### config.mk
export PLATFORM = sky130hd
export DESIGN_NAME = bitmap_font_text_layout
export DESIGN_NICKNAME = d
export VERILOG_FILES = /design/src/rtl/bfl_pkg.sv /design/src/rtl/bfl_front.sv /design/src/rtl/bfl_fifo.sv /design/src/rtl/bfl_back.sv /design/src/rtl/bitmap_font_text_layout.sv
export SDC_FILE = /design/constraint.sdc
export NUM_CORES = 1
export LEC_CHECK = 0
export BUFFER_PORTS_ARGS = -buffer_cell sky130_fd_sc_hd__buf_2
export CAP_MARGIN = 20
export CORE_MARGIN = 2
export CORE_UTILIZATION = 50
export DETAILED_ROUTE_END_ITERATION = 6
export HOLD_SLACK_MARGIN = 0.05
export PLACE_DENSITY_LB_ADDON = 0.2
export SLEW_MARGIN = 20
export SYNTH_ARGS = -nofsm -noshare
export SYNTH_HDL_FRONTEND = slang
export SYNTH_SLANG_ARGS = --single-unit
### constraint.sdc
create_clock -name clk -period 10.94 [get_ports clk]
set_clock_uncertainty 0.1 [all_clocks]
set_input_delay 2.188 -clock clk [delete_from_list [all_inputs] [get_ports clk]]
set_output_delay 2.188 -clock clk [all_outputs]
set_load 0.01 [all_outputs]
### src/rtl/bfl_pkg.sv
// Shared types, constants and register codes of the bitmap font text layout block.
// Depends on nothing; every other file of the block imports it.
`default_nettype none

package bfl_pkg;

	// String length limit and the width of the byte count that reaches it
	localparam int unsigned MAX_STRING_BYTES = 256;
	localparam int unsigned CNT_W            = $clog2(MAX_STRING_BYTES + 1);

	// Glyph command queue
	localparam int unsigned FIFO_DEPTH = 4;
	localparam int unsigned FIFO_AW    = $clog2(FIFO_DEPTH);

	// Atlas index of a printable byte is below 95
	localparam int unsigned IDX_W = 7;

	localparam logic [7:0]  NUL_BYTE      = 8'h00;
	localparam logic [7:0]  NL_BYTE       = 8'h0A;
	localparam logic [7:0]  SPACE_BYTE    = 8'h20;
	localparam logic [7:0]  GLYPH_FIRST   = 8'h21;
	localparam logic [7:0]  HIGH_FIRST    = 8'h80;
	localparam logic [7:0]  ESC_BYTE      = 8'h8A;
	localparam logic [7:0]  GLYPH_OFFSET  = 8'd33;
	localparam logic [7:0]  RESET_GRAY    = 8'd128;
	localparam logic [15:0] DRAW_Y_OFFSET = 16'd8;

	localparam logic [7:0] RST_GLYPH_WIDTH    = 8'd8;
	localparam logic [7:0] RST_GLYPH_HEIGHT   = 8'd8;
	localparam logic [7:0] RST_GLYPHS_PER_ROW = 8'd16;
	localparam logic [7:0] RST_ATLAS_BASE_U   = 8'd0;
	localparam logic [7:0] RST_ATLAS_BASE_V   = 8'd0;

	typedef enum logic [2:0] {
		REG_GLYPH_WIDTH    = 3'd0,
		REG_GLYPH_HEIGHT   = 3'd1,
		REG_GLYPHS_PER_ROW = 3'd2,
		REG_ATLAS_BASE_U   = 3'd3,
		REG_ATLAS_BASE_V   = 3'd4
	} cfg_reg_t;

	typedef enum logic [1:0] {
		ESC_NONE  = 2'd0,
		ESC_RED   = 2'd1,
		ESC_GREEN = 2'd2,
		ESC_BLUE  = 2'd3
	} esc_phase_t;

	typedef enum logic [1:0] {
		BK_IDLE,
		BK_DIV,
		BK_MUL
	} back_state_t;

	typedef struct packed {
		logic [7:0] glyph_width;
		logic [7:0] glyph_height;
		logic [7:0] glyphs_per_row;
		logic [7:0] atlas_base_u;
		logic [7:0] atlas_base_v;
	} cfg_t;

	typedef struct packed {
		logic [7:0]  text_byte;
		logic        string_start;
		logic [15:0] origin_x;
		logic [15:0] origin_y;
	} in_item_t;

	typedef struct packed {
		logic [15:0] draw_x;
		logic [15:0] draw_y;
		logic [7:0]  tex_u;
		logic [7:0]  tex_v;
		logic [7:0]  color_red;
		logic [7:0]  color_green;
		logic [7:0]  color_blue;
	} out_item_t;

	// One glyph to draw, fully placed on screen; only the atlas cell is left to work out
	typedef struct packed {
		logic [15:0]      draw_x;
		logic [15:0]      draw_y;
		logic [IDX_W-1:0] glyph_idx;
		logic [7:0]       color_red;
		logic [7:0]       color_green;
		logic [7:0]       color_blue;
	} glyph_cmd_t;

	typedef struct packed {
		logic full;
		logic empty;
	} fifo_status_t;

	typedef struct packed {
		logic busy;
		logic dividing;
	} back_status_t;

endpackage

`default_nettype wire

### src/rtl/bfl_front.sv
// Front end: accepts text bytes, keeps cursor, colour, escape and length state.
// Pushes one glyph command per printable byte into the queue. Uses bfl_pkg.
`default_nettype none

module bfl_front (
	input  wire                   clk,
	input  wire                   arst_n,
	input  wire                   in_valid,
	output logic                  in_ready,
	input  bfl_pkg::in_item_t     in_item,
	input  bfl_pkg::cfg_t         cfg,
	input  bfl_pkg::fifo_status_t fifo_st,
	output logic                  push,
	output bfl_pkg::glyph_cmd_t   push_cmd
);
	import bfl_pkg::*;

	logic [15:0]      cursor_x_q, cursor_y_q, line_x_q;
	logic [7:0]       red_q, green_q, blue_q;
	esc_phase_t       esc_q;
	logic [CNT_W-1:0] cnt_q;
	logic             ended_q;

	logic [15:0]      cx, cy, lx;
	logic [7:0]       r, g, b;
	esc_phase_t       esc;
	logic [CNT_W-1:0] cnt;
	logic             ended;
	logic             glyph;
	logic [7:0]       tb;
	logic [7:0]       idx_full;
	logic             accept;

	assign in_ready = !fifo_st.full;
	assign accept   = in_valid && in_ready;
	assign tb       = in_item.text_byte;
	assign idx_full = tb - GLYPH_OFFSET;

	always_comb begin
		cx    = cursor_x_q;
		cy    = cursor_y_q;
		lx    = line_x_q;
		r     = red_q;
		g     = green_q;
		b     = blue_q;
		esc   = esc_q;
		cnt   = cnt_q;
		ended = ended_q;
		glyph = 1'b0;

		if (in_item.string_start) begin
			cx    = in_item.origin_x;
			lx    = in_item.origin_x;
			cy    = in_item.origin_y;
			r     = RESET_GRAY;
			g     = RESET_GRAY;
			b     = RESET_GRAY;
			esc   = ESC_NONE;
			cnt   = '0;
			ended = 1'b0;
		end

		push_cmd.draw_x      = cx;
		push_cmd.draw_y      = cy + DRAW_Y_OFFSET;
		push_cmd.glyph_idx   = idx_full[IDX_W-1:0];
		push_cmd.color_red   = r;
		push_cmd.color_green = g;
		push_cmd.color_blue  = b;

		if (!ended) begin
			if (cnt < CNT_W'(MAX_STRING_BYTES))
				cnt = cnt + 1'b1;

			if (esc != ESC_NONE) begin
				unique case (esc)
					ESC_RED: begin
						r   = tb;
						esc = ESC_GREEN;
					end
					ESC_GREEN: begin
						g   = tb;
						esc = ESC_BLUE;
					end
					default: begin
						b   = tb;
						esc = ESC_NONE;
					end
				endcase
				if (esc == ESC_NONE && cnt >= CNT_W'(MAX_STRING_BYTES))
					ended = 1'b1;
			end else if (tb == NUL_BYTE) begin
				ended = 1'b1;
			end else begin
				priority if (tb >= HIGH_FIRST) begin
					if (tb == ESC_BYTE)
						esc = ESC_RED;
				end else if (tb == NL_BYTE) begin
					cx = lx;
					cy = cy + 16'(cfg.glyph_height);
				end else if (tb == SPACE_BYTE) begin
					cx = cx + 16'(cfg.glyph_width);
				end else if (tb >= GLYPH_FIRST) begin
					glyph = 1'b1;
					cx    = cx + 16'(cfg.glyph_width);
				end else begin
					// other control bytes: skip
				end
				if (esc == ESC_NONE && cnt >= CNT_W'(MAX_STRING_BYTES))
					ended = 1'b1;
			end
		end
	end

	assign push = accept && glyph;

	always_ff @(posedge clk or negedge arst_n) begin
		if (!arst_n) begin
			cursor_x_q <= '0;
			cursor_y_q <= '0;
			line_x_q   <= '0;
			red_q      <= RESET_GRAY;
			green_q    <= RESET_GRAY;
			blue_q     <= RESET_GRAY;
			esc_q      <= ESC_NONE;
			cnt_q      <= '0;
			ended_q    <= 1'b1;
		end else if (accept) begin
			cursor_x_q <= cx;
			cursor_y_q <= cy;
			line_x_q   <= lx;
			red_q      <= r;
			green_q    <= g;
			blue_q     <= b;
			esc_q      <= esc;
			cnt_q      <= cnt;
			ended_q    <= ended;
		end
	end

endmodule

`default_nettype wire

### src/rtl/bfl_fifo.sv
// Short glyph command queue between front and back end.
// Uses bfl_pkg for the command type and depth.
`default_nettype none

module bfl_fifo (
	input  wire                   clk,
	input  wire                   arst_n,
	input  wire                   push,
	input  bfl_pkg::glyph_cmd_t   push_cmd,
	input  wire                   pop,
	output bfl_pkg::glyph_cmd_t   pop_cmd,
	output bfl_pkg::fifo_status_t status
);
	import bfl_pkg::*;

	glyph_cmd_t         entry_q [FIFO_DEPTH];
	logic [FIFO_AW-1:0] wr_ptr_q, rd_ptr_q;
	logic [FIFO_AW:0]   count_q;

	assign status.full  = (count_q == (FIFO_AW+1)'(FIFO_DEPTH));
	assign status.empty = (count_q == '0);
	assign pop_cmd      = entry_q[rd_ptr_q];

	always_ff @(posedge clk) begin
		if (push)
			entry_q[wr_ptr_q] <= push_cmd;
	end

	always_ff @(posedge clk or negedge arst_n) begin
		if (!arst_n) begin
			wr_ptr_q <= '0;
			rd_ptr_q <= '0;
			count_q  <= '0;
		end else begin
			if (push)
				wr_ptr_q <= wr_ptr_q + 1'b1;
			if (pop)
				rd_ptr_q <= rd_ptr_q + 1'b1;
			if (push && !pop)
				count_q <= count_q + 1'b1;
			else if (pop && !push)
				count_q <= count_q - 1'b1;
		end
	end

endmodule

`default_nettype wire

### src/rtl/bfl_back.sv
// Back end: splits the atlas index by a bit-serial divider, scales the cell
// position and holds the finished draw command in an output register. Uses bfl_pkg.
`default_nettype none

module bfl_back (
	input  wire                   clk,
	input  wire                   arst_n,
	input  bfl_pkg::cfg_t         cfg,
	input  bfl_pkg::fifo_status_t fifo_st,
	output logic                  pop,
	input  bfl_pkg::glyph_cmd_t   pop_cmd,
	output logic                  out_valid,
	input  wire                   out_ready,
	output bfl_pkg::out_item_t    out_item,
	output bfl_pkg::back_status_t status
);
	import bfl_pkg::*;

	localparam int unsigned STEP_W = $clog2(IDX_W);

	back_state_t       state_q, state_d;
	glyph_cmd_t        cmd_q;
	logic [IDX_W-1:0]  quo_q;
	logic [7:0]        rem_q;
	logic [STEP_W-1:0] step_q;
	logic              out_valid_q;
	out_item_t         out_q;

	logic [8:0]       divisor;
	logic [8:0]       trial;
	logic             fits;
	logic [15:0]      u_prod, v_prod;
	logic             load_out;

	// Zero cells per row reads as 256: nothing ever fits, column is the index
	assign divisor = {cfg.glyphs_per_row == 8'd0, cfg.glyphs_per_row};
	assign trial   = {rem_q, quo_q[IDX_W-1]};
	assign fits    = trial >= divisor;

	assign u_prod = cfg.glyph_width * rem_q;
	assign v_prod = cfg.glyph_height * 8'(quo_q);

	always_comb begin
		state_d  = state_q;
		pop      = 1'b0;
		load_out = 1'b0;
		unique case (state_q)
			BK_IDLE: begin
				if (!fifo_st.empty) begin
					pop     = 1'b1;
					state_d = BK_DIV;
				end
			end
			BK_DIV: begin
				if (step_q == STEP_W'(IDX_W - 1))
					state_d = BK_MUL;
			end
			BK_MUL: begin
				if (!out_valid_q || out_ready) begin
					load_out = 1'b1;
					state_d  = BK_IDLE;
				end
			end
			default: state_d = BK_IDLE;
		endcase
	end

	always_ff @(posedge clk or negedge arst_n) begin
		if (!arst_n) begin
			state_q     <= BK_IDLE;
			step_q      <= '0;
			out_valid_q <= 1'b0;
		end else begin
			state_q <= state_d;
			if (pop)
				step_q <= '0;
			else if (state_q == BK_DIV)
				step_q <= step_q + 1'b1;
			if (load_out)
				out_valid_q <= 1'b1;
			else if (out_ready)
				out_valid_q <= 1'b0;
		end
	end

	always_ff @(posedge clk) begin
		if (pop) begin
			cmd_q <= pop_cmd;
			quo_q <= pop_cmd.glyph_idx;
			rem_q <= '0;
		end else if (state_q == BK_DIV) begin
			quo_q <= {quo_q[IDX_W-2:0], fits};
			rem_q <= fits ? 8'(trial - divisor) : trial[7:0];
		end
		if (load_out) begin
			out_q.draw_x      <= cmd_q.draw_x;
			out_q.draw_y      <= cmd_q.draw_y;
			out_q.tex_u       <= u_prod[7:0] + cfg.atlas_base_u;
			out_q.tex_v       <= v_prod[7:0] + cfg.atlas_base_v;
			out_q.color_red   <= cmd_q.color_red;
			out_q.color_green <= cmd_q.color_green;
			out_q.color_blue  <= cmd_q.color_blue;
		end
	end

	assign out_valid       = out_valid_q;
	assign out_item        = out_q;
	assign status.busy     = (state_q != BK_IDLE);
	assign status.dividing = (state_q == BK_DIV);

endmodule

`default_nettype wire

### src/rtl/bitmap_font_text_layout.sv
// Bitmap font text layout: one text byte in per transaction, one glyph draw out per printable byte.
// A glyph byte accepted with queue and back end idle is queued, popped, divided and scaled before out_valid rises.
// Throughput: one byte per cycle in while the queue has room; the back end takes one glyph at a time
// (pop, 7 divider steps, scale), so a run of glyphs fills the queue and stalls the byte stream.
// Reset: arst_n clears cursor, colour (128 grey), queue and output; the block waits for a start.
// Configuration registers reset to 8, 8, 16, 0, 0. Depends on bfl_pkg, bfl_front, bfl_fifo, bfl_back.
`default_nettype none

module bitmap_font_text_layout (
	input  wire                clk,
	input  wire                arst_n,
	input  wire                in_valid,
	output logic               in_ready,
	input  bfl_pkg::in_item_t  in_item,
	output logic               out_valid,
	input  wire                out_ready,
	output bfl_pkg::out_item_t out_item,
	input  wire                cfg_valid,
	output logic               cfg_ready,
	input  wire [2:0]          cfg_index,
	input  wire [7:0]          cfg_data
);
	import bfl_pkg::*;

	cfg_t         cfg_q;
	fifo_status_t fifo_st;
	back_status_t back_st;
	logic         push, pop;
	glyph_cmd_t   push_cmd, pop_cmd;

	// Register writes are always taken and land at once; write them only with nothing in flight
	assign cfg_ready = 1'b1;

	always_ff @(posedge clk or negedge arst_n) begin
		if (!arst_n) begin
			cfg_q.glyph_width    <= RST_GLYPH_WIDTH;
			cfg_q.glyph_height   <= RST_GLYPH_HEIGHT;
			cfg_q.glyphs_per_row <= RST_GLYPHS_PER_ROW;
			cfg_q.atlas_base_u   <= RST_ATLAS_BASE_U;
			cfg_q.atlas_base_v   <= RST_ATLAS_BASE_V;
		end else if (cfg_valid && cfg_ready) begin
			unique case (cfg_index)
				REG_GLYPH_WIDTH:    cfg_q.glyph_width    <= cfg_data;
				REG_GLYPH_HEIGHT:   cfg_q.glyph_height   <= cfg_data;
				REG_GLYPHS_PER_ROW: cfg_q.glyphs_per_row <= cfg_data;
				REG_ATLAS_BASE_U:   cfg_q.atlas_base_u   <= cfg_data;
				REG_ATLAS_BASE_V:   cfg_q.atlas_base_v   <= cfg_data;
				default: ; // unknown index: drop the write
			endcase
		end
	end

	// Front: classify each byte, advance cursor and colour, queue glyphs
	bfl_front u_front (
		.clk      (clk),
		.arst_n   (arst_n),
		.in_valid (in_valid),
		.in_ready (in_ready),
		.in_item  (in_item),
		.cfg      (cfg_q),
		.fifo_st  (fifo_st),
		.push     (push),
		.push_cmd (push_cmd)
	);

	// Queue: decouples the byte stream from the slower atlas lookup
	bfl_fifo u_fifo (
		.clk      (clk),
		.arst_n   (arst_n),
		.push     (push),
		.push_cmd (push_cmd),
		.pop      (pop),
		.pop_cmd  (pop_cmd),
		.status   (fifo_st)
	);

	// Back: divide the atlas index into row and column, scale, hold the result
	bfl_back u_back (
		.clk       (clk),
		.arst_n    (arst_n),
		.cfg       (cfg_q),
		.fifo_st   (fifo_st),
		.pop       (pop),
		.pop_cmd   (pop_cmd),
		.out_valid (out_valid),
		.out_ready (out_ready),
		.out_item  (out_item),
		.status    (back_st)
	);

	// Stall the byte stream whenever the queue has no room
	a_full_stalls: assert property (@(posedge clk) disable iff (!arst_n)
		fifo_st.full |-> !in_ready)
		else $error("byte accepted with glyph queue full");

	// A waiting command is picked up by an idle back end at once
	a_back_picks_up: assert property (@(posedge clk) disable iff (!arst_n)
		(!fifo_st.empty && !back_st.busy) |=> back_st.dividing)
		else $error("back end left a queued glyph waiting");

	// A new result only comes out of a working back end
	a_out_from_back: assert property (@(posedge clk) disable iff (!arst_n)
		$rose(out_valid) |-> $past(back_st.busy))
		else $error("result appeared without back end activity");

	// Never pop an empty queue
	a_no_underflow: assert property (@(posedge clk) disable iff (!arst_n)
		pop |-> !fifo_st.empty)
		else $error("glyph queue popped while empty");

endmodule

`default_nettype wire
## Yosys cells after proc, flatten, opt, wreduce, memory -nomap -nowiden

Memory sizes are Yosys's and may differ from the RTL's.
Index checks and enable logic that the tools add are counted.

- Eq/ne operators: 16
- Reductions and logical operators: 29
- Shifts and indexed selects: 0
- Divide/modulo/power cells: 0
- Bitwise operators: 0
- Multiplexer cells: 75
- Magnitude comparators: 5
- Multiply operators: 2
- $add $sub $neg: 13

Operator list:

| operator | count |
|---|---|
| $mux W16 | 15 |
| $mux W8 | 13 |
| $mux W9 | 4 |
| $add A16 B8 Y16 | 2 |
| $mux W2 | 14 |
| $mux W1 | 21 |
| $add A16 B4 Y16 const B | 1 |
| $add A8 B8 Y8 | 2 |
| $logic_not A8 Y1 | 2 |
| $mux W7 | 2 |
| $mux W3 | 4 |
| $reduce_and A2 Y1 | 5 |
| $add A9 B1 Y9 const B | 1 |
| $eq A3 B3 Y1 const B | 3 |
| $ge A9 B9 Y1 | 1 |
| $ge A9 B9 Y1 const B | 1 |
| $lt A9 B9 Y1 const B | 1 |
| $eq A8 B4 Y1 const B | 1 |
| $eq A8 B6 Y1 const B | 1 |
| $eq A8 B8 Y1 const B | 1 |
| $ge A8 B6 Y1 const B | 1 |
| $ge A8 B8 Y1 const B | 1 |
| $mul A8 B7 Y8 | 1 |
| $mul A8 B8 Y8 | 1 |
| other kinds (21) | 41 |

- Register bits: 280
- Memory bits (read-only): 0
- Input port bits: 57
- Output and inout port bits: 75
- Memories kept: 1
- Bits in latches: 0
- RAM bits: 252
- Word-level logic and storage cells: 175

Memory list:

| memory | depth | width | rd ports | clocked after memory_dff | write ports | RTL line | source |
|---|---|---|---|---|---|---|---|
| u_fifo.entry_q | 4 | 63 | 1 | 0 | 1 | bfl_fifo.sv:16 | `glyph_cmd_t entry_q [FIFO_DEPTH];` |

## Longest topological paths before layout

Gate-level depths: netlist of run 1.

- Depth in word-level cells: 13
- Depth in mapped cells: 15
- Gate-level depth less buffers: 14

## Hierarchy

A second synthesis of run 1 with hierarchy kept.

- Cell total of the unflattened synthesis: 1657
- Area, all modules: 24437.2 um^2

By module, submodules not included:

| module | seq. area each (um^2) | area each (um^2) | instances | cells an instance |
|---|---|---|---|---|
| bfl_fifo | 7742.4 | 9486.6 | 1 | 363 |
| bfl_back | 4364.2 | 7279.5 | 1 | 525 |
| bfl_front | 2107.0 | 6127.1 | 1 | 679 |
| bitmap_font_text_layout | 1004.7 | 1544.0 | 1 | 90 |

## Worst setup path before layout of run 1

No wires, ideal clock.

- Path type: input port to flip-flop
- Start: input port in_item[32] in the netlist's numbering
- End: memory u_fifo.entry_q[0][0] in the netlist's numbering, enable pin
- Data required time: 10.412 ns
- Library setup time: 0.428 ns
- Stages: 10
- Buffers on the path: 3
- Path slack: 4.783 ns
- Arrival time: 5.629 ns
- Cells stage by stage: buf_2 > buf_2 > inv_2 > clkbuf_1 > nand2_1 > ha_1 > nor2b_1 > o31ai_1 > nor4_2 > and2_1

- Word-level cells in the longest chain between the ends: 7
- Elaborated cells on any way between the ends: 8
- Those cells by class: 6 x mux; 2 x reduce/logical

Ends and longest elaborated chain:

| element | RTL line | source |
|---|---|---|
| start, declared | bitmap_font_text_layout.sv:14 | `input bfl_pkg::in_item_t in_item,` |
| $mux W2 | bfl_front.sv:51 | `if (in_item.string_start) begin` |
| $reduce_bool A2 Y1 | bfl_front.sv:74 | `if (esc != ESC_NONE) begin` |
| $mux W1 | bfl_front.sv:74 |  |
| $mux W1 * | bfl_front.sv:70 | `if (!ended) begin` |
| $logic_and A1 B1 Y1 * | bfl_front.sv:114 | `assign push = accept && glyph;` |
| named net push | bitmap_font_text_layout.sv:28 | `logic push, pop;` |
| $mux W1 * | bfl_fifo.sv:25 | `if (push)` |
| $mux W1 (implied by the code) * | bfl_fifo.sv:26 | `entry_q[wr_ptr_q] <= push_cmd;` |
| end, declared | bfl_fifo.sv:16 |  |

Mark *: on every way through the listed nets, which the timed path passes. The rest lies on a longest branch.

## Worst setup path after layout of run 1

- Start: input port in_item[32] in the netlist's numbering
- End: memory u_fifo.entry_q[3][10] in the netlist's numbering, enable pin

Same word-level chain as after synthesis.

==> summary.md, run 1 <==
| Metric | Value |
|---|---|
| Outcome | `finished clean` |
| Hold crit path type | `flop to flop` |
| CP endpoint | `u_fifo.entry_q[3][10]$_DFFE_PP_` |
| Number of detailed-route iterations in the first pass | `5` |
| Setup TNS | `0 ns` |
| Mapped cell area | `24400 um^2` |
| Largest net degree at the start of global routing | `81` |
| Die width | `225 um` |
| Period utilization | `53.6%` |
| Synth Flop Type | `edfxtp_1` |
| CTS H-Tree Depth | `2` |
| Setup Buffers After CTS | `0` |
| Area of the multi-input gates | `8510 um^2` |
| Gr usage total | `21.0%` |
| CTS Buf Count | `53` |
| Nets@finish | `2015` |
| Pins over their slew limit | `0` |
| Fin. Hold Viols | `0` |
| Post-synthesis cell type count | `80` |
| Max Cap Viol | `0` |
| Fmax | `171 MHz` |
| Total design power | `7.49 mW` |
| Placed cells | `2402` |
| Antenna Nets Post-Route | `0` |
| Logic pwr share | `34.7%` |
| FF-to-FF Start | `cfg_q[27]$_DFFE_PN1P_` |
| CP top delay family | `simple AND/OR/NAND/NOR gates` |
| VDD IR max | `0.164 mV` |
| Power Density | `271 nW/um^2` |
| Clock insertion delay at the later pin of the skew report | `0.61 ns` |
| Number of synthesized flops with an enable pin | `387` |
| Buffers on Ports | `130` |
| Cts repair resizes | `0` |
| DRC viols | `0` |
| Crit path max fanout | `55` |
| Post-cts hold buffer count | `0` |
| Period minus WS final | `5.86 ns` |
| Avg Inst Size Synth | `14.3 um^2` |
| Chip height | `225 um` |
| Post-synthesis async set-or-reset flop share | `25.8%` |
| Die Area | `50600 um^2` |
| Net Sw Power | `2.47 mW` |
| Unrepaired setup endpoints after global routing | `no` |
| Post-route cell area | `27700 um^2` |
| Synthesis-to-layout area growth | `13.3%` |
| CTS sink count | `532` |
| Vias in the first global route | `14100` |
| Max_slew headroom | `31.0%` |
| Req. time, crit path | `11.08 ns` |
| Int Pwr | `5.02 mW` |
| Initial antenna violation count | `3` |
| Boundary Pins | `132` |
| Dpl ws | `4.44 ns` |
| Site Rows | `80` |
| End of the worst register-to-register path | `u_back.out_item[31]$_DFFE_PP_` |
| Cell Chain, Critical Path | `buf_4 -> inv_2 -> nand2_1 -> ha_1 -> nor2b_1 -> o31ai_1 -> nor4_2 -> and2_2 -> buf_4` |
| Number of buffers on the longest clock path | `3` |
| CP bufs+invs | `3` |
| Kind of critical path | `primary input to flop` |
| Reg2Reg Depth | `11` |
| FILL cells | `3741` |
| Initial DRC count | `1039` |
| DR WL/cell | `20.9 um` |
| Reg area | `15200 um^2` |
| Data arrival, critical path | `6.00 ns` |
| Worst Max-Slew Pin Slew | `1.03 ns` |
| Syn Inst Count | `1706` |
| Clk root buf | `clkbuf_16` |
| Final GP Congestion | `0.866` |
| Share of cells above drive strength 1 | `19.9%` |
| Slack of the critical path | `5.08 ns` |
| Syn. warnings | `0` |
| FF+latch count, synth | `532` |
| Dpl cell area | `25700 um^2` |
| Post-synthesis sequential area ratio | `62.4%` |
| CORE AREA | `47900 um^2` |
| WL final | `52.3 mm` |
| Final setup fails | `0` |
| Net Sw Frac | `33.0%` |
| TritonCTS clock tree | `built` |
| Clock power frac | `25.6%` |
| Crit-path most repeated cell | `buf_4` |
| Max stage delay on crit path | `0.72 ns` |
| Initial Util | `50.9%` |
| R2R Setup Slk | `6.75 ns` |
| DR vias/cell | `5.72` |
| First-pass GRT wire length | `81.6 mm` |
| Flop pwr share | `39.7%` |
| Slowest cell on crit path | `nor4_2` |
| Overflow after GRT | `0` |
| CP Capture Type | `flop` |
| Crit path depth | `9` |
| Syn_nets | `1878` |
| Crit path from | `in_item[32]` |
| Pleak | `10.5 nW` |
| Hpwl dp | `34.2 mm` |
| Routed vias | `14300` |
| Startpoint Class | `primary input` |
| Post-route insts no fill | `2504` |
| Clock Pin Slew Worst Setup and Hold Paths | `0.06 ns` |
==> worst reg2reg max path: stages (launching register included) <==
cell     delay (ns)
dfstp_2        0.68
nand2_1        0.12
fa_1           0.56
fa_1           0.45
fa_1           0.52
fa_1           0.47
xor2_1         0.17
xnor2_1        0.20
xnor2_1        0.16
xnor2_1        0.11
xnor2_1        0.29
xnor2_1        0.11
==> synth_stat cells, drive strengths merged, types with 27 or more instances <==
cell type / n / area share [%]
a21oi: 41 / 0.86
and2: 40 / 1.0
clkbuf: 42 / 0.65
dfrtp: 130 / 13
edfxtp: 387 / 48
fa: 40 / 3.3
ha: 75 / 3.8
inv: 118 / 1.8
mux2: 45 / 2.1
mux2i: 40 / 1.6
mux4: 63 / 5.8
nand2: 170 / 2.6
nor2: 39 / 0.60
nor2b: 38 / 0.97
nor3: 28 / 0.62
o21ai: 81 / 1.7
xnor2: 52 / 1.9
xor2: 27 / 0.97
==> registers in the layout (all words and copies together), names as in the netlist, 2 cells and up <==
name                cells
cfg_q                  40
u_back.cmd_q           56
u_back.out_item        72
u_back.quo_q            7
u_back.rem_q            8
u_back.state_q          2
u_back.step_q           3
u_fifo.count_q          3
u_fifo.entry_q        252
u_fifo.rd_ptr_q         2
u_fifo.wr_ptr_q         2
u_front.blue_q          8
u_front.cnt_q           9
u_front.cursor_x_q     16
u_front.cursor_y_q     16
u_front.esc_q           2
u_front.green_q         8
u_front.line_x_q       16
u_front.red_q           8
==> power by group through the flow <==
stage	clock network, mW	registers [mW]	logic, mW
2_1_floorplan	0	2.90	2.05
6_report	1.92	2.98	2.59
3_5_place_dp	0	3.01	2.61
4_1_cts	1.96	2.98	2.64
3_3_place_gp	0	3.00	2.55
5_1_grt	2.04	3.02	2.94
==> cells in the final DEF, fill, tap and decap left out, types with 7 or more instances in the layout <==
cell type | netlist | final
o21ai_1 | 19 | 19
o22ai_1 | 9 | 9
a22o_1 | 24 | 24
mux2i_1 | 40 | 40
dfstp_2 | 7 | 7
fa_1 | 40 | 40
xor2_1 | 27 | 27
nand3_1 | 14 | 14
dfxtp_1 | 8 | 8
o21ai_0 | 62 | 62
nand2b_1 | 10 | 10
clkbuf_16 | 0 | 55
and2_1 | 39 | 35
and3_1 | 7 | 7
mux2_2 | 45 | 45
edfxtp_1 | 387 | 387
mux4_2 | 63 | 63
a21o_1 | 9 | 9
ha_1 | 75 | 75
xnor2_1 | 52 | 52
nand2_1 | 170 | 170
o21a_1 | 9 | 9
inv_1 | 117 | 116
bufinv_16 | 0 | 7
buf_2 | 7 | 128
o211ai_1 | 9 | 9
dfrtp_1 | 130 | 128
nor3_1 | 26 | 26
buf_4 | 2 | 17
a21oi_1 | 40 | 40
nor2b_1 | 38 | 37
nor2_1 | 39 | 39
==> metal layers <==
metal / part of all wire, % / up-vias / wire length (um) / global-route usage, %
li1: - / 6574 / - / -
met1: 45 / 7281 / 23300 / 29.6
met2: 48 / 371 / 25200 / 34.5
met3: 4.9 / 89 / 2580 / 3.48
met4: 2.1 / 4 / 1110 / 4.89
met5: 0.054 / - / 28 / 0
==> logic make-up after synthesis <==
family / share of synthesized area (%)
and+or+nand+nor: 8.06
DFF: 62.4
buffers and inverters: 2.90
muxes: 9.53
AOI/OAI and AO/OA: 7.17
adders and majority gates: 7.13
xor gates and xnor gates: 2.84
other: 0.0154
==> cell type report <==
cell class | count | share of cell area, %
antenna | 1 | 0.00905
clock buffer | 64 | 5.24
clock inverter | 36 | 1.57
inverter | 118 | 1.60
multi-input combinational | 990 | 30.8
sequential | 532 | 55.1
tap | 615 | 2.78
timing repair buffer | 148 | 2.96
==> stage by stage <==
stage	util [%]	hold WS [ns]
after global routing	57.7	0.318
after CTS	57.6	0.297
after global placement	53.7	0.301
after detailed placement	53.7	0.305
final	57.7	0.310
after floorplan	-	0.300
==> worst min-delay path by stage <==
stage	start	end	slack [ns]	depth (start not counted)
after global routing	u_back.cmd_q[35]$_DFFE_PP_	u_back.out_item[44]$_DFFE_PP_	0.32	0
after CTS	u_back.cmd_q[35]$_DFFE_PP_	u_back.out_item[44]$_DFFE_PP_	0.30	0
after floorplan	u_back.cmd_q[0]$_DFFE_PP_	u_back.out_item[0]$_DFFE_PP_	0.30	0
after detailed placement	u_back.cmd_q[31]$_DFFE_PP_	u_back.out_item[40]$_DFFE_PP_	0.30	0
after global placement	u_back.cmd_q[35]$_DFFE_PP_	u_back.out_item[44]$_DFFE_PP_	0.30	0
final	u_back.cmd_q[35]$_DFFE_PP_	u_back.out_item[44]$_DFFE_PP_	0.31	0
Power figures use the tool's default switching activity.
==> run 2: changes to the inputs <==
clock period = 6.1 ns   (was 10.94 ns; I/O delays follow)
==> summary.md, run 2 (synthesis gave the netlist of run 1 again) <==
| Metric | Value |
|---|---|
| Share of cells above drive strength 1 | `20.1% (+0.16 points)` |
| Crit path max fanout | `7 (-87%)` |
| Synthesis-to-layout area growth | `14.1%` |
| WL final | `52.1 mm (-0.24%)` |
| Number of buffers on the longest clock path | `3 (unchanged)` |
| Number of detailed-route iterations in the first pass | `6 (+1)` |
| Crit path depth | `13 (+4)` |
| Chip height | `225 um (unchanged)` |
| CTS Buf Count | `55 (+3.8%)` |
| Total design power | `13.7 mW (+82%)` |
| Setup TNS | `0 ns (unchanged)` |
| Initial DRC count | `1102 (+6.1%)` |
| Max stage delay on crit path | `0.67 ns (-0.05 ns)` |
| Largest net degree at the start of global routing | `92 (+14%)` |
| Commonest non-fill, non-tap cells in the layout | `387 x edfxtp_1, 170 x nand2_1, 128 x dfrtp_1, 128 x buf_2, 116 x inv_1` |
| Cell Chain, Critical Path | `nand2_1 -> fa_1 -> inv_1 -> fa_1 -> ha_1 -> inv_1 -> fa_1 -> inv_1 -> fa_1 -> a21o_1 -> a21oi_1 -> xnor2_1 -> xnor2_1` |
| Crit-path most repeated cell | `fa_1` |
| R2R Setup Slk | `1.92 ns (-4.83 ns)` |
| Clock insertion delay at the later pin of the skew report | `0.62 ns (about the same)` |
| Unrepaired setup endpoints after global routing | `no` |
| Antenna Nets Post-Route | `0 (unchanged)` |
| Boundary Pins | `132 (unchanged)` |
| CP top delay family | `adder cells` |
| Crit path from | `cfg_q[35]$_DFFE_PN1P_` |
| Die Area | `50600 um^2 (unchanged)` |
| Hpwl dp | `34.7 mm (+1.5%)` |
| Outcome | `finished clean` |
| Worst Max-Slew Pin Slew | `1.02 ns (-0.0108 ns)` |
| CTS sink count | `532 (unchanged)` |
| CP endpoint | `u_back.out_item[39]$_DFFE_PP_` |
| Slack of the critical path | `1.92 ns (-3.16 ns)` |
| Setup Buffers After CTS | `0 (unchanged)` |
| Site Rows | `80 (unchanged)` |
| Pleak | `10.6 nW (+0.80%)` |
| Max_slew headroom | `31.9% (+0.90 points)` |
| CP bufs+invs | `3 (unchanged)` |
| Reg area | `15200 um^2 (unchanged)` |
| Initial antenna violation count | `2 (-1)` |
| Placed cells | `2404 (+0.083%)` |
| CORE AREA | `47900 um^2 (unchanged)` |
| TritonCTS clock tree | `built` |
| Req. time, crit path | `6.33 ns (-4.75 ns)` |
| Dpl ws | `1.50 ns (-2.94 ns)` |
| Reg2Reg Depth | `13 (+2)` |
| Kind of critical path | `flop to flop` |
| Fin Hold WS | `0.282 ns (-0.0278 ns)` |
| Register name with the most flops | `u_fifo.entry_q` |
| FILL cells | `3730 (-0.29%)` |
| Power Density | `491 nW/um^2 (+81%)` |
| Fin. Hold Viols | `0 (unchanged)` |
| VDD IR max | `0.287 mV (+75%)` |
| Nets@finish | `2018 (+0.15%)` |
| Initial Util | `50.9% (unchanged)` |
| Period utilization | `68.6%` |
| Fmax | `239 MHz` |
| Hold crit path type | `flop to flop` |
| Routed vias | `14300 (-0.20%)` |
| Max reg flops | `252 (unchanged)` |
| Buffers on Ports | `130 (unchanged)` |
| Final setup fails | `0 (unchanged)` |
| DRC viols | `0 (unchanged)` |
| Period minus WS final | `4.18 ns` |
| Pins over their slew limit | `0 (unchanged)` |
| First-pass GRT wire length | `81.4 mm (-0.16%)` |
| Data arrival, critical path | `4.41 ns (-1.59 ns)` |
| Area of the multi-input gates | `8510 um^2 (unchanged)` |
| DR vias/cell | `5.70 (-0.40%)` |
| Final GP Congestion | `0.841 (-2.9%)` |
| Post-route insts no fill | `2509 (+0.20%)` |
| CP Capture Type | `flop` |
| FF-to-FF Start | `cfg_q[35]$_DFFE_PN1P_` |
| Vias in the first global route | `14400 (+2.0%)` |
| CTS H-Tree Depth | `2 (unchanged)` |
| Clock Pin Slew Worst Setup and Hold Paths | `0.06 ns (about the same)` |
| Die width | `225 um (unchanged)` |
| Post-cts hold buffer count | `0 (unchanged)` |
| Clk root buf | `clkbuf_16` |
| Startpoint Class | `flop` |
| Cts repair resizes | `0 (unchanged)` |
| DR WL/cell | `20.8 um (-0.44%)` |
| End of the worst register-to-register path | `u_back.out_item[39]$_DFFE_PP_` |
| Gr usage total | `21.1% (+0.062 points)` |
| Slowest cell on crit path | `dfstp_2` |
| Max Cap Viol | `0 (unchanged)` |
| Leading cell type in the layout, fill and taps excluded | `edfxtp_1` |
| Overflow after GRT | `0 (unchanged)` |
[run 2: worst reg2reg max path: stages (launching register included)]
cell and delay (ns):
dfstp_2 0.67, nand2_1 0.12, fa_1 0.52, inv_1 0.05, fa_1 0.45, ha_1 0.29
inv_1 0.05, fa_1 0.52, inv_1 0.07, fa_1 0.45, a21o_1 0.18, a21oi_1 0.22
xnor2_1 0.16, xnor2_1 0.09
[run 2: per-layer routing]
layer,part of all wire [%],vias to the layer above,track usage (%)
met4,3.0,2,7.35
met2,47,418,33.8
met3,5.6,84,3.79
li1,-,6588,-
met5,0.025,-,0
met1,44,7198,29.1
[run 2: where the power goes]
part	switching, mW	internal [mW]	total [mW]	leakage, nW
clock network	1.44	2.23	3.68	0.980
registers	0.492	4.87	5.37	5.28
logic	2.51	2.10	4.61	4.37
total	4.45	9.21	13.7	10.6
[run 2: worst min-delay path by stage]
| stage | from | endpoint | slack [ns] | depth (start not counted) |
|---|---|---|---|---|
| floorplan | u_back.cmd_q[0]$_DFFE_PP_ | u_back.out_item[0]$_DFFE_PP_ | 0.30 | 0 |
| global placement | u_back.cmd_q[0]$_DFFE_PP_ | u_back.out_item[0]$_DFFE_PP_ | 0.30 | 0 |
| detailed placement | u_back.cmd_q[9]$_DFFE_PP_ | u_back.out_item[9]$_DFFE_PP_ | 0.30 | 0 |
| CTS | u_back.cmd_q[2]$_DFFE_PP_ | u_back.out_item[2]$_DFFE_PP_ | 0.27 | 0 |
| global route | u_back.cmd_q[2]$_DFFE_PP_ | u_back.out_item[2]$_DFFE_PP_ | 0.28 | 0 |
| finish | u_back.cmd_q[2]$_DFFE_PP_ | u_back.out_item[2]$_DFFE_PP_ | 0.28 | 0 |
[run 2: area by class of cell]
cell class / count / area share (%)
flip-flops and latches: 532 / 54.7
repair buffers: 149 / 3.06
clock inverters: 32 / 1.93
well taps: 615 / 2.76
inverters: 118 / 1.59
clock buffers: 72 / 5.39
diodes: 1 / 0.00899
multi-input cells: 990 / 30.6
[run 2: stage by stage]
| stage | utilization (%) | cell area, um^2 |
|---|---|---|
| after floorplan | - | 24400 |
| after global placement | 53.8 | 25800 |
| after detailed placement | 53.8 | 25800 |
| after CTS | 58.0 | 27800 |
| after global routing | 58.1 | 27800 |
| final | 58.1 | 27800 |
==> run 3: changes to the inputs <==
clock period = 3.62 ns   (was 6.1 ns; I/O delays follow)
==> summary.md, run 3 (synthesis gave the netlist of run 1 again) <==
| Metric | Value |
|---|---|
| Slowest cell on crit path | `dfstp_2` |
| Initial DRC count | `1015 (-7.9%)` |
| Setup TNS | `-0.0727 ns (-0.0727 ns)` |
| Commonest non-fill, non-tap cells in the layout | `387 x edfxtp_1, 167 x nand2_1, 128 x buf_2, 126 x dfrtp_1, 122 x buf_4` |
| Dpl cell area | `26800 um^2 (+3.8%)` |
| # diodes | `0 (-1)` |
| Slack of the critical path | `-0.0683 ns (-1.98 ns)` |
| Final setup fails | `2 (+2)` |
| Max stage delay on crit path | `0.56 ns (-0.11 ns)` |
| Post-route cell area | `28800 um^2 (+3.3%)` |
| Unrepaired setup endpoints after global routing | `yes` |
| Vias in the first global route | `15200 (+5.7%)` |
| Number of buffers on the longest clock path | `3 (unchanged)` |
| Worst Max-Slew Pin Slew | `0.987 ns (-0.0348 ns)` |
| FILL cells | `3698 (-0.86%)` |
| Synthesis-to-layout area growth | `17.9%` |
| Nets@finish | `2134 (+5.7%)` |
| Fin. Hold Viols | `0 (unchanged)` |
| CTS H-Tree Depth | `2 (unchanged)` |
| Fin Hold WS | `0.235 ns (-0.0464 ns)` |
| VDD IR max | `0.661 mV (+130%)` |
| Site Rows | `80 (unchanged)` |
| Max reg flops | `252 (unchanged)` |
| Fmax | `271 MHz (+13%)` |
| Clock insertion delay at the later pin of the skew report | `0.63 ns (about the same)` |
| TritonCTS clock tree | `built` |
| Power Density | `822 nW/um^2 (+67%)` |
| Share of cells above drive strength 1 | `25.8% (+5.7 points)` |
| Period minus WS final | `3.69 ns (-0.497 ns)` |
| WL final | `54.4 mm (+4.3%)` |
| Leading cell type in the layout, fill and taps excluded | `edfxtp_1` |
| Failing checks | `negative setup slack` |
| Pins over their slew limit | `0 (unchanged)` |
| Post-route insts no fill | `2623 (+4.5%)` |
| Gr busiest metal | `met2` |
| CORE AREA | `47900 um^2 (unchanged)` |
| Initial Util | `50.9% (unchanged)` |
| R2R Setup Slk | `-0.07 ns (-1.98 ns)` |
| Crit-path most repeated cell | `fa_1` |
| DRC viols | `0 (unchanged)` |
| Clk root buf | `clkbuf_16` |
| Max_slew headroom | `33.7% (+1.9 points)` |
| CTS sink count | `532 (unchanged)` |
| Max Cap Viol | `0 (unchanged)` |
| Cell Chain, Critical Path | `nand2_2 -> fa_1 -> inv_1 -> fa_1 -> ha_1 -> inv_1 -> fa_1 -> inv_2 -> fa_2 -> a21o_1 -> a21oi_2 -> xnor2_1 -> xnor2_1` |
| Boundary Pins | `132 (unchanged)` |
| CTS Buf Count | `55 (unchanged)` |
| Register name with the most flops | `u_fifo.entry_q` |
| Number of detailed-route iterations in the first pass | `5 (-1)` |
| Largest net degree at the start of global routing | `59 (-36%)` |
| Hpwl dp | `37.6 mm (+8.2%)` |
| Die width | `225 um (unchanged)` |
| DR WL/cell | `20.7 um (-0.25%)` |
| Period utilization | `102% (+33 points)` |
| First-pass GRT wire length | `85.5 mm (+5.1%)` |
| CP Capture Type | `flop` |
| Gr usage total | `22.0% (+0.95 points)` |
| Data arrival, critical path | `3.96 ns (-0.45 ns)` |
| Dpl ws | `-0.107 ns (-1.61 ns)` |
| Crit path max fanout | `4 (-3)` |
| Chip height | `225 um (unchanged)` |
| Kind of critical path | `flop to flop` |
| Pleak | `11.1 nW (+4.9%)` |
| Routed vias | `14800 (+3.2%)` |
| Buffers on Ports | `130 (unchanged)` |
| Met2 Usage GRT | `36.1% (+2.3 points)` |
| Met1 usage in global routing | `30.6% (+1.5 points)` |
| Met3 Resource Use GR | `3.43% (-0.37 points)` |
| Initial antenna violation count | `5 (+3)` |
| Placed cells | `2512 (+4.5%)` |
| Die Area | `50600 um^2 (unchanged)` |
| Outcome | `complete, but fails checks` |
| Startpoint Class | `flop` |
| Antenna Nets Post-Route | `0 (unchanged)` |
| Hold crit path type | `primary input to flop` |
| Clock Pin Slew Worst Setup and Hold Paths | `0.07 ns (about the same)` |
| Overflow after GRT | `0 (unchanged)` |
| Req. time, crit path | `3.89 ns (-2.44 ns)` |
| Final GP Congestion | `0.876 (+4.2%)` |
| DR vias/cell | `5.62 (-1.3%)` |
run 3: worst paths after layout:
| kind | from | to | cells after the start |
|---|---|---|---|
| setup / recovery | cfg_q[35]$_DFFE_PN1P_ | u_back.out_item[39]$_DFFE_PP_ | 13 |
| hold / removal | in_item[23] | u_front.line_x_q[7]$_DFFE_PN0P_ | 3 |
| setup reg to reg | cfg_q[35]$_DFFE_PN1P_ | u_back.out_item[39]$_DFFE_PP_ | 13 |
| hold reg to reg | u_back.cmd_q[8]$_DFFE_PP_ | u_back.out_item[8]$_DFFE_PP_ | 0 |
| max in group asynchronous | arst_n | u_front.line_x_q[14]$_DFFE_PN0P_ | 3 |
| min in group asynchronous | arst_n | u_front.line_x_q[5]$_DFFE_PN0P_ | 2 |
run 3: where the power goes:
| group | total [mW] | internal, mW | switching [mW] |
|---|---|---|---|
| combinational | 8.95 | 4.35 | 4.60 |
| clock | 5.80 | 3.39 | 2.41 |
| sequential | 8.89 | 8.21 | 0.673 |
run 3: routing by layer:
layer	up-vias	wire length, um
li1	6812	-
met1	7440	24000
met2	401	26100
met3	87	2950
met4	10	1150
met5	-	67
run 3: cell type report:
type | count | area, um^2 | share of cell area, %
inverter | 118 | 443 | 1.54
clock buffer | 69 | 1460 | 5.07
tap | 615 | 769 | 2.67
clock inverter | 34 | 412 | 1.43
multi-input combinational | 990 | 8640 | 30.0
timing repair buffer | 265 | 1820 | 6.33
sequential | 532 | 15200 | 52.9
run 3: what timing repair did:
action / CTS / global route
resized for setup: 8 / 13
endpoints found under the hold margin: 52 / 0
setup buffers: 6 / 1
setup endpoints to repair: 2 / 4
hold buffers: 1 / 0
pin swaps: 10 / 14
run 3: metrics by stage:
| step | utilization, % | power (mW) |
|---|---|---|
| 3_3_place_gp | 55.8 | 17.5 |
| 5_1_grt | 60.0 | 25.2 |
| 3_5_place_dp | 55.8 | 17.7 |
| 2_1_floorplan | - | 15.0 |
| 4_1_cts | 59.9 | 23.6 |
| 6_report | 60.0 | 23.6 |
run 3: critical path: cells and delay by family, from the launching register on:
kind / cells / cell delay (ns)
AOI/OAI and AO/OA: 2 / 0.32
buffers and inverters: 3 / 0.14
and+or+nand+nor: 1 / 0.06
xor gates and xnor gates: 2 / 0.23
DFF: 1 / 0.56
adders and majority gates: 5 / 2.03
